<file path="config.mk">
export PLATFORM = sky130hd
export DESIGN_NAME = char_lcd_4bit_write_sequencer_core
export DESIGN_NICKNAME = d
export VERILOG_FILES = /design/src/rtl/lcdw_pkg.sv /design/src/rtl/lcdw_front.sv /design/src/rtl/lcdw_queue.sv /design/src/rtl/lcdw_back.sv /design/src/rtl/char_lcd_4bit_write_sequencer_core.sv
export SDC_FILE = /design/constraint.sdc
export NUM_CORES = 1
export LEC_CHECK = 0
export BUFFER_PORTS_ARGS = -buffer_cell sky130_fd_sc_hd__buf_2
export CAP_MARGIN = 0
export CELL_PAD_IN_SITES_DETAIL_PLACEMENT = 0
export CELL_PAD_IN_SITES_GLOBAL_PLACEMENT = 1
export CORE_MARGIN = 2
export CORE_UTILIZATION = 44
export CTS_CLUSTER_DIAMETER = 60
export DETAILED_ROUTE_END_ITERATION = 16
export MAX_ROUTING_LAYER = met4
export PLACE_DENSITY_LB_ADDON = 0.2
export SLEW_MARGIN = 20
export SYNTH_ARGS = -nofsm -noshare
export SYNTH_HDL_FRONTEND = slang
export SYNTH_SLANG_ARGS = --single-unit
</file>
<file path="constraint.sdc">
create_clock -name clk -period 3.3 [get_ports clk]
set_input_delay 0.165 -clock clk [delete_from_list [all_inputs] [get_ports clk]]
set_output_delay 0.165 -clock clk [all_outputs]
set_load 0.03 [all_outputs]
</file>
<file path="src/rtl/lcdw_pkg.sv">
// shared types, constants and the init event table for the character display sequencer
// no dependencies
package lcdw_pkg;

  // request codes
  localparam logic [1:0] REQ_INIT  = 2'd0;
  localparam logic [1:0] REQ_CLEAR = 2'd1;
  localparam logic [1:0] REQ_MOVE  = 2'd2;
  localparam logic [1:0] REQ_WRITE = 2'd3;

  // register indexes (paddr[2] selects)
  localparam logic REG_WRAP_COLUMN = 1'b0;
  localparam logic REG_WRAP_ENABLE = 1'b1;

  localparam int unsigned PADDR_W = 3;
  localparam int unsigned PDATA_W = 32;

  localparam logic [6:0] WRAP_COLUMN_RST = 7'd20;
  localparam logic       WRAP_ENABLE_RST = 1'b1;
  localparam logic [6:0] COUNT_MAX       = 7'd127;

  // character substitution
  localparam logic [7:0] CHAR_SUB_A = 8'd241;
  localparam logic [7:0] CHAR_SUB_B = 8'd209;
  localparam logic [7:0] CHAR_REPL  = 8'd238;

  // display commands
  localparam logic [7:0] CMD_CLEAR      = 8'h01;
  localparam logic [7:0] CMD_SET_DDRAM  = 8'h80;
  localparam logic [7:0] LINE2_ADDR     = 8'h40;
  localparam logic [7:0] CMD_FUNC_SET   = 8'h28;
  localparam logic [7:0] CMD_DISP_ON    = 8'b00001100;
  localparam logic [3:0] NIB_WAKE       = 4'h3;
  localparam logic [3:0] NIB_4BIT       = 4'h2;
  localparam logic [7:0] CMD_WRAP       = CMD_SET_DDRAM | LINE2_ADDR;

  // waits in microseconds
  localparam logic [14:0] WAIT_NONE     = 15'd0;
  localparam logic [14:0] WAIT_BYTE     = 15'd2000;
  localparam logic [14:0] WAIT_CLEAR    = 15'd4000;
  localparam logic [14:0] WAIT_POWER    = 15'd15000;
  localparam logic [14:0] WAIT_WAKE1    = 15'd5000;
  localparam logic [14:0] WAIT_WAKE2    = 15'd100;
  localparam logic [14:0] WAIT_WAKE3    = 15'd40;
  localparam logic [14:0] WAIT_INIT_END = 15'd17000;

  // event index within a job
  localparam int unsigned IDX_W = 4;
  localparam logic [IDX_W-1:0] INIT_LAST = 4'd9;
  localparam logic [IDX_W-1:0] BYTE_LAST = 4'd3;

  // queue sizing
  localparam int unsigned QDEPTH = 2;
  localparam int unsigned QPTR_W = $clog2(QDEPTH);
  localparam int unsigned QCNT_W = $clog2(QDEPTH + 1);

  typedef struct packed {
    logic [1:0] req_type;
    logic [7:0] value;
  } req_t;

  typedef struct packed {
    logic        strobe_res;
    logic        rs;
    logic [3:0]  nibble;
    logic [14:0] wait_us;
    logic        last;
  } evt_t;

  // classified job handed from front to back
  typedef struct packed {
    logic        is_init;
    logic        rs;
    logic [7:0]  data;
    logic [14:0] wait_last;
    logic        wrap;
  } job_t;

  typedef struct packed {
    logic [6:0] wrap_column;
    logic       wrap_enable;
  } cfg_t;

  function automatic evt_t mk_evt(logic strobe, logic [3:0] nib, logic [14:0] w,
                                  logic lst);
    evt_t e;
    e.strobe_res = strobe;
    e.rs         = 1'b0;
    e.nibble     = nib;
    e.wait_us    = w;
    e.last       = lst;
    return e;
  endfunction

  // power-up reset sequence, one event per index
  function automatic evt_t init_event(logic [IDX_W-1:0] idx);
    evt_t e;
    case (idx)
      4'd0:    e = mk_evt(1'b0, 4'h0, WAIT_POWER, 1'b0);
      4'd1:    e = mk_evt(1'b1, NIB_WAKE, WAIT_WAKE1, 1'b0);
      4'd2:    e = mk_evt(1'b1, NIB_WAKE, WAIT_WAKE2, 1'b0);
      4'd3:    e = mk_evt(1'b1, NIB_4BIT, WAIT_WAKE3, 1'b0);
      4'd4:    e = mk_evt(1'b1, CMD_FUNC_SET[7:4], WAIT_NONE, 1'b0);
      4'd5:    e = mk_evt(1'b1, CMD_FUNC_SET[3:0], WAIT_BYTE, 1'b0);
      4'd6:    e = mk_evt(1'b1, CMD_DISP_ON[7:4], WAIT_NONE, 1'b0);
      4'd7:    e = mk_evt(1'b1, CMD_DISP_ON[3:0], WAIT_BYTE, 1'b0);
      4'd8:    e = mk_evt(1'b1, CMD_CLEAR[7:4], WAIT_NONE, 1'b0);
      4'd9:    e = mk_evt(1'b1, CMD_CLEAR[3:0], WAIT_INIT_END, 1'b1);
      default: e = mk_evt(1'b0, 4'h0, WAIT_NONE, 1'b1);
    endcase
    return e;
  endfunction

endpackage

</file>
<file path="src/rtl/lcdw_front.sv">
// front end: accepts requests, tracks the column count and builds jobs
// depends on lcdw_pkg
module lcdw_front (
  input  logic             clk,
  input  logic             rst,
  input  logic             req_valid,
  output logic             req_stall,
  input  lcdw_pkg::req_t   req_data,
  input  lcdw_pkg::cfg_t   cfg,
  input  logic             q_full,
  output logic             push,
  output lcdw_pkg::job_t   job
);

  logic [6:0] column_count;
  logic [6:0] column_count_next;
  logic [6:0] count_inc;
  logic [7:0] ch;

  assign req_stall = q_full;
  assign push      = req_valid && !q_full;

  // saturating character count
  assign count_inc = (column_count < lcdw_pkg::COUNT_MAX) ? column_count + 7'd1 : column_count;

  // character code substitution
  always_comb begin
    ch = req_data.value;
    if (req_data.value == lcdw_pkg::CHAR_SUB_A || req_data.value == lcdw_pkg::CHAR_SUB_B) begin
      ch = lcdw_pkg::CHAR_REPL;
    end
  end

  // classify request into a job
  always_comb begin
    job               = '0;
    column_count_next = 7'd0;
    case (req_data.req_type)
      lcdw_pkg::REQ_INIT: begin
        job.is_init = 1'b1;
      end
      lcdw_pkg::REQ_CLEAR: begin
        job.data      = lcdw_pkg::CMD_CLEAR;
        job.wait_last = lcdw_pkg::WAIT_CLEAR;
      end
      lcdw_pkg::REQ_MOVE: begin
        job.data      = lcdw_pkg::CMD_SET_DDRAM + req_data.value;
        job.wait_last = lcdw_pkg::WAIT_BYTE;
      end
      lcdw_pkg::REQ_WRITE: begin
        job.rs            = 1'b1;
        job.data          = ch;
        job.wait_last     = lcdw_pkg::WAIT_BYTE;
        job.wrap          = cfg.wrap_enable && (count_inc == cfg.wrap_column);
        column_count_next = count_inc;
      end
      default: begin
        job = '0;
      end
    endcase
  end

  // count register
  always_ff @(posedge clk) begin
    if (rst) begin
      column_count <= 7'd0;
    end else if (push) begin
      column_count <= column_count_next;
    end
  end

`ifndef ASSERT_OFF
  a_count_clear: assert property (@(posedge clk) disable iff (rst)
    push && req_data.req_type != lcdw_pkg::REQ_WRITE |=> column_count == 7'd0)
    else $error("column count not cleared by init, clear or move");
  a_count_inc: assert property (@(posedge clk) disable iff (rst)
    push && req_data.req_type == lcdw_pkg::REQ_WRITE && column_count != lcdw_pkg::COUNT_MAX
    |=> column_count == $past(column_count) + 7'd1)
    else $error("column count did not advance on a character write");
  a_wrap_write_only: assert property (@(posedge clk) disable iff (rst)
    push && job.wrap |-> job.rs && !job.is_init)
    else $error("wrap requested on a non-character job");
`endif

endmodule

</file>
<file path="src/rtl/lcdw_queue.sv">
// two-entry job queue between the front end and the event sequencer
// depends on lcdw_pkg
module lcdw_queue (
  input  logic           clk,
  input  logic           rst,
  input  logic           push,
  input  lcdw_pkg::job_t push_job,
  output logic           full,
  input  logic           pop,
  output logic           q_valid,
  output lcdw_pkg::job_t head
);

  lcdw_pkg::job_t                  entries [lcdw_pkg::QDEPTH];
  logic [lcdw_pkg::QPTR_W-1:0]     wr_ptr;
  logic [lcdw_pkg::QPTR_W-1:0]     rd_ptr;
  logic [lcdw_pkg::QCNT_W-1:0]     count;

  assign full    = (count == lcdw_pkg::QCNT_W'(lcdw_pkg::QDEPTH));
  assign q_valid = (count != '0);
  assign head    = entries[rd_ptr];

  // storage
  always_ff @(posedge clk) begin
    if (push) begin
      entries[wr_ptr] <= push_job;
    end
  end

  // pointers and fill count
  always_ff @(posedge clk) begin
    if (rst) begin
      wr_ptr <= '0;
      rd_ptr <= '0;
      count  <= '0;
    end else begin
      if (push) begin
        wr_ptr <= wr_ptr + 1'b1;
      end
      if (pop) begin
        rd_ptr <= rd_ptr + 1'b1;
      end
      case ({push, pop})
        2'b10:   count <= count + 1'b1;
        2'b01:   count <= count - 1'b1;
        default: count <= count;
      endcase
    end
  end

`ifndef ASSERT_OFF
  a_no_overflow: assert property (@(posedge clk) disable iff (rst) !(push && full))
    else $error("push into a full queue");
  a_no_underflow: assert property (@(posedge clk) disable iff (rst) pop |-> q_valid)
    else $error("pop from an empty queue");
  a_count_range: assert property (@(posedge clk) disable iff (rst)
    count <= lcdw_pkg::QCNT_W'(lcdw_pkg::QDEPTH))
    else $error("queue fill count out of range");
`endif

endmodule

</file>
<file path="src/rtl/lcdw_back.sv">
// back end: turns each job into bus events, one per cycle unless stalled, in an output register
// depends on lcdw_pkg
module lcdw_back (
  input  logic           clk,
  input  logic           rst,
  input  logic           q_valid,
  input  lcdw_pkg::job_t head,
  output logic           pop,
  output logic           evt_valid,
  input  logic           evt_stall,
  output lcdw_pkg::evt_t evt_data
);

  logic [lcdw_pkg::IDX_W-1:0] idx;
  logic                       advance;
  lcdw_pkg::evt_t             ev;

  assign advance = q_valid && (!evt_valid || !evt_stall);
  assign pop     = advance && ev.last;

  // event for the current index of the head job
  always_comb begin
    ev = lcdw_pkg::init_event(idx);
    if (!head.is_init) begin
      ev.strobe_res = 1'b1;
      case (idx[1:0])
        2'd0: begin
          ev.rs      = head.rs;
          ev.nibble  = head.data[7:4];
          ev.wait_us = lcdw_pkg::WAIT_NONE;
          ev.last    = 1'b0;
        end
        2'd1: begin
          ev.rs      = head.rs;
          ev.nibble  = head.data[3:0];
          ev.wait_us = head.wait_last;
          ev.last    = !head.wrap;
        end
        2'd2: begin
          ev.rs      = 1'b0;
          ev.nibble  = lcdw_pkg::CMD_WRAP[7:4];
          ev.wait_us = lcdw_pkg::WAIT_NONE;
          ev.last    = 1'b0;
        end
        default: begin
          ev.rs      = 1'b0;
          ev.nibble  = lcdw_pkg::CMD_WRAP[3:0];
          ev.wait_us = lcdw_pkg::WAIT_BYTE;
          ev.last    = 1'b1;
        end
      endcase
    end
  end

  // event index and output register
  always_ff @(posedge clk) begin
    if (rst) begin
      idx       <= '0;
      evt_valid <= 1'b0;
    end else begin
      if (advance) begin
        idx       <= ev.last ? '0 : idx + 1'b1;
        evt_valid <= 1'b1;
      end else if (!evt_stall) begin
        evt_valid <= 1'b0;
      end
    end
  end

  always_ff @(posedge clk) begin
    if (advance) begin
      evt_data <= ev;
    end
  end

`ifndef ASSERT_OFF
  a_idx_init: assert property (@(posedge clk) disable iff (rst) idx <= lcdw_pkg::INIT_LAST)
    else $error("event index past the init sequence");
  a_idx_byte: assert property (@(posedge clk) disable iff (rst)
    q_valid && !head.is_init |-> idx <= lcdw_pkg::BYTE_LAST)
    else $error("event index past a byte job");
  a_idx_restart: assert property (@(posedge clk) disable iff (rst) pop |=> idx == '0)
    else $error("event index not rewound after a job");
`endif

endmodule

</file>
<file path="src/rtl/char_lcd_4bit_write_sequencer_core.sv">
// top level of the character display write sequencer: register port, front, queue, back
// depends on lcdw_pkg, lcdw_front, lcdw_queue, lcdw_back
//
// Each accepted request becomes a run of 4-bit bus events on the evt channel, one event per
// clock while evt_stall is low: 10 for init, 2 for clear, move and character write, and 4 for
// a character write that triggers the automatic jump to line two. The back end sets the rate;
// the front end takes a request every cycle while the two-entry job queue has room, so
// requests overlap the events of earlier ones. A request's first event passes through its
// queue entry and then the output register. Registers: wrap_column at byte address 0 and
// wrap_enable at 4; the user must write them via APB only while idle, which is not enforced.
module char_lcd_4bit_write_sequencer_core (
  input  logic                           clk,
  input  logic                           rst,
  input  logic                           psel,
  input  logic                           penable,
  input  logic                           pwrite,
  input  logic [lcdw_pkg::PADDR_W-1:0]   paddr,
  input  logic [lcdw_pkg::PDATA_W-1:0]   pwdata,
  output logic [lcdw_pkg::PDATA_W-1:0]   prdata,
  output logic                           pready,
  input  logic                           req_valid,
  output logic                           req_stall,
  input  lcdw_pkg::req_t                 req_data,
  output logic                           evt_valid,
  input  logic                           evt_stall,
  output lcdw_pkg::evt_t                 evt_data
);

  lcdw_pkg::cfg_t cfg;
  lcdw_pkg::job_t job;
  lcdw_pkg::job_t head;
  logic           push;
  logic           pop;
  logic           q_full;
  logic           q_valid;
  logic           wr_en;

  assign pready = 1'b1;
  assign wr_en  = psel && penable && pwrite;

  // configuration registers
  always_ff @(posedge clk) begin
    if (rst) begin
      cfg.wrap_column <= lcdw_pkg::WRAP_COLUMN_RST;
      cfg.wrap_enable <= lcdw_pkg::WRAP_ENABLE_RST;
    end else if (wr_en) begin
      case (paddr[2])
        lcdw_pkg::REG_WRAP_COLUMN: cfg.wrap_column <= pwdata[6:0];
        lcdw_pkg::REG_WRAP_ENABLE: cfg.wrap_enable <= pwdata[0];
        default:                   cfg <= cfg;
      endcase
    end
  end

  // register read back
  always_comb begin
    case (paddr[2])
      lcdw_pkg::REG_WRAP_COLUMN: prdata = {25'd0, cfg.wrap_column};
      lcdw_pkg::REG_WRAP_ENABLE: prdata = {31'd0, cfg.wrap_enable};
      default:                   prdata = '0;
    endcase
  end

  lcdw_front u_front (
    .clk       (clk),
    .rst       (rst),
    .req_valid (req_valid),
    .req_stall (req_stall),
    .req_data  (req_data),
    .cfg       (cfg),
    .q_full    (q_full),
    .push      (push),
    .job       (job)
  );

  lcdw_queue u_queue (
    .clk      (clk),
    .rst      (rst),
    .push     (push),
    .push_job (job),
    .full     (q_full),
    .pop      (pop),
    .q_valid  (q_valid),
    .head     (head)
  );

  lcdw_back u_back (
    .clk       (clk),
    .rst       (rst),
    .q_valid   (q_valid),
    .head      (head),
    .pop       (pop),
    .evt_valid (evt_valid),
    .evt_stall (evt_stall),
    .evt_data  (evt_data)
  );

endmodule

</file>
==> results.sh <==
export IMPL_start_util=0.455
export IMPL_die_h_um=102
export IMPL_dieArea_um2=10400
export IMPL_reg2reg_depth=9
export IMPL_avgViaCountPerCell=4.98
export IMPL_rows=35
export IMPL_fin_skew_ps=18.3
export IMPL_postLayoutCellArea_um2=4690
export IMPL_fin_crit_ps=2590
export IMPL_drt_total_wl_um=7780
export IMPL_yosysSeqAreaShare=0.540
export IMPL_most_common_layout_cells="buf_2, edfxtp_1, dfxtp_1"
export IMPL_yosysWarnings=0
export IMPL_grt_pass1_vias=2632
export IMPL_drive_gt1_frac=0.215
export IMPL_finalHoldViolCount=0
export IMPL_cts_tree="yes"
export IMPL_worst_slack_ps=706
export IMPL_post_cts_buffers=0
export IMPL_outcome="finished clean"
export IMPL_first_pass_iters=4
export IMPL_cts_sinks=90
export IMPL_ys_flop_type="edfxtp_1"
export IMPL_grt_start_max_net_pins=29
export IMPL_synthDistinctLibCells=59
export IMPL_post_cts_resized=0
export IMPL_rrSetupSlack_ps=710
export IMPL_placed_cell_area_um2=4490
export IMPL_cp_max_fo=28
export IMPL_tightest_slew_ps=724
export IMPL_antenna_found_initial=0
export IMPL_synth_cells=387
export IMPL_track_usage=0.161
export IMPL_fmax_ghz=0.385
export IMPL_wl_per_cell_um=13.6
export IMPL_ctsHoldBuffers=0
export IMPL_ir_worst_vdd_uv=385
export IMPL_r2r_start="u_queue.count[0]"
export IMPL_required_ps=3560
export IMPL_maxCapViolCount=0
export IMPL_synth_edff_count=48
export IMPL_vias=2844
export IMPL_crit_arrival_ps=2850
export IMPL_crit_start="u_queue.count[0]"
export IMPL_syn2layout_area_growth_pct=11.0
export IMPL_drc=0
export IMPL_die_w_um=102
export IMPL_slew_headroom=0.516
export IMPL_drt_iter0_drc=128
export IMPL_power_density_nw_per_um2=759
export IMPL_hold_path_class="input port to flop"
export IMPL_finalSetupTns_ps=0
export IMPL_final_common_cell="buf_2"
export IMPL_portBuffers=53
export IMPL_path_class="flop to flop"
export IMPL_async_flop_share=0
export IMPL_grt_overflow_total=0
export IMPL_n_antenna_cell=0
export IMPL_cts_root_buffer_cell="clkbuf_8"
export IMPL_antenna_left=0
export IMPL_rsz0062_at_grt="no"
export IMPL_finalNetCount=500
export IMPL_pre_cts_ws_ps=748
export IMPL_grt_pass1_wl_um=12500
export IMPL_worstSetupStartpointType="flop"
export IMPL_leakage_nw=1.89
export IMPL_final_max_slew_viol_count=0
export IMPL_dp_final_hpwl_um=5690
export IMPL_ys_seq_elements=90
export IMPL_cts_clk_slew_worst_paths_ps=100
export IMPL_syn_area_um2=4220
export IMPL_clk_latency_ps=360
export IMPL_cts_htree_levels=3
export IMPL_numCtsBuffers=9
export IMPL_clockBufferDepth=2
export IMPL_core_area_um2=9280
export IMPL_setup_violations=0
export IMPL_pin_count=109
export IMPL_end_kind="flop"
export IMPL_syn_avg_cell_area_um2=10.9
export IMPL_gp_congestion=0.834
export IMPL_fin_crit_sh=0.786
final cells by class:
cell class              instances  area [µm²]
clock buffers                   9         124
clock inverters                 7        68.8
fillers                       892        4600
inverters                      19        71.3
multi-input cells             261        1690
flip-flops and latches         90        2280
well taps                     129         161
repair buffers                 56         288
per-stage QoR:
stage | power, W | utilization | std cells | hold WS, ps
floorplan | 0.00257 | - | 413 | 290
global placement | 0.00285 | 0.484 | 555 | 387
detailed placement | 0.00287 | 0.484 | 555 | 388
CTS | 0.00359 | 0.505 | 571 | 24.4
global route | 0.00377 | 0.505 | 571 | 38.0
finish | 0.00356 | 0.505 | 571 | 35.7
where the power goes:
part           internal [W]  switching, W  total (W)
clock              0.000298      0.000431   0.000729
combinational      0.000388      0.000843    0.00123
sequential          0.00151     0.0000874    0.00160
total               0.00220       0.00136    0.00356
routing by layer:
layer	up-vias	wire length (µm)	GRT usage
met1	1319	4010	0.228
li1	1426	-	-
met4	0	101	0.0667
met2	91	3280	0.229
met5	-	0	-
met3	8	393	0.0253
critical path, stage by stage, from the launching register on:
cell and delay, ps:
dfxtp_1 420, o2bb2ai_1 160, inv_2 450, o21ai_0 350, o21ai_4 370, nor2_4 90
inv_1 180, ha_1 180, inv_1 70, a211oi_2 240
logic make-up (layout without fill, tap and decap cells):
kind of cell / after synthesis / after routing / share of synthesized area
buffers and inverters: 62 / 91 / 0.0824
adder cells (fa/ha/maj): 11 / 11 / 0.0326
XOR/XNOR: 12 / 12 / 0.0249
multiplexers: 24 / 24 / 0.0613
flip-flops: 90 / 90 / 0.540
other: 2 / 28 / 0.00178
AO/OA/AOI/OAI: 77 / 77 / 0.124
AND/OR/NAND/NOR: 109 / 109 / 0.132
worst min path at each step:
stage | start | end | slack [ps] | cells past startpoint
2_1_floorplan | pwdata[0] | cfg[0] | 290 | 2
3_3_place_gp | pwdata[2] | cfg[3] | 390 | 3
3_5_place_dp | pwdata[2] | cfg[3] | 390 | 3
4_1_cts | pwdata[2] | cfg[3] | 20 | 3
5_1_grt | pwdata[4] | cfg[5] | 40 | 3
6_report | pwdata[6] | cfg[7] | 40 | 3
cell usage after synthesis, types with 3 or more instances:
master | n | area [µm²]
a211oi_1 | 3 | 22.5
a21o_1 | 4 | 30.0
a21oi_1 | 19 | 95.1
a221oi_1 | 3 | 26.3
a31oi_1 | 3 | 18.8
and2_1 | 8 | 50.1
and3_1 | 6 | 37.5
buf_4 | 28 | 210
clkbuf_1 | 11 | 41.3
dfxtp_1 | 42 | 841
edfxtp_1 | 48 | 1440
ha_1 | 11 | 138
inv_1 | 17 | 63.8
mux2_2 | 11 | 124
mux2i_1 | 12 | 120
nand2_1 | 16 | 60.1
nand2b_1 | 4 | 25.0
nand3_1 | 8 | 40.0
nand4_1 | 4 | 25.0
nand4b_1 | 3 | 26.3
nor2_1 | 35 | 131
nor2b_1 | 7 | 43.8
nor3_1 | 7 | 35.0
o21a_1 | 6 | 45.0
o21ai_0 | 19 | 95.1
xnor2_1 | 9 | 78.8
xor2_1 | 3 | 26.3
No activity file was read; power rests on OpenSTA's default activity.
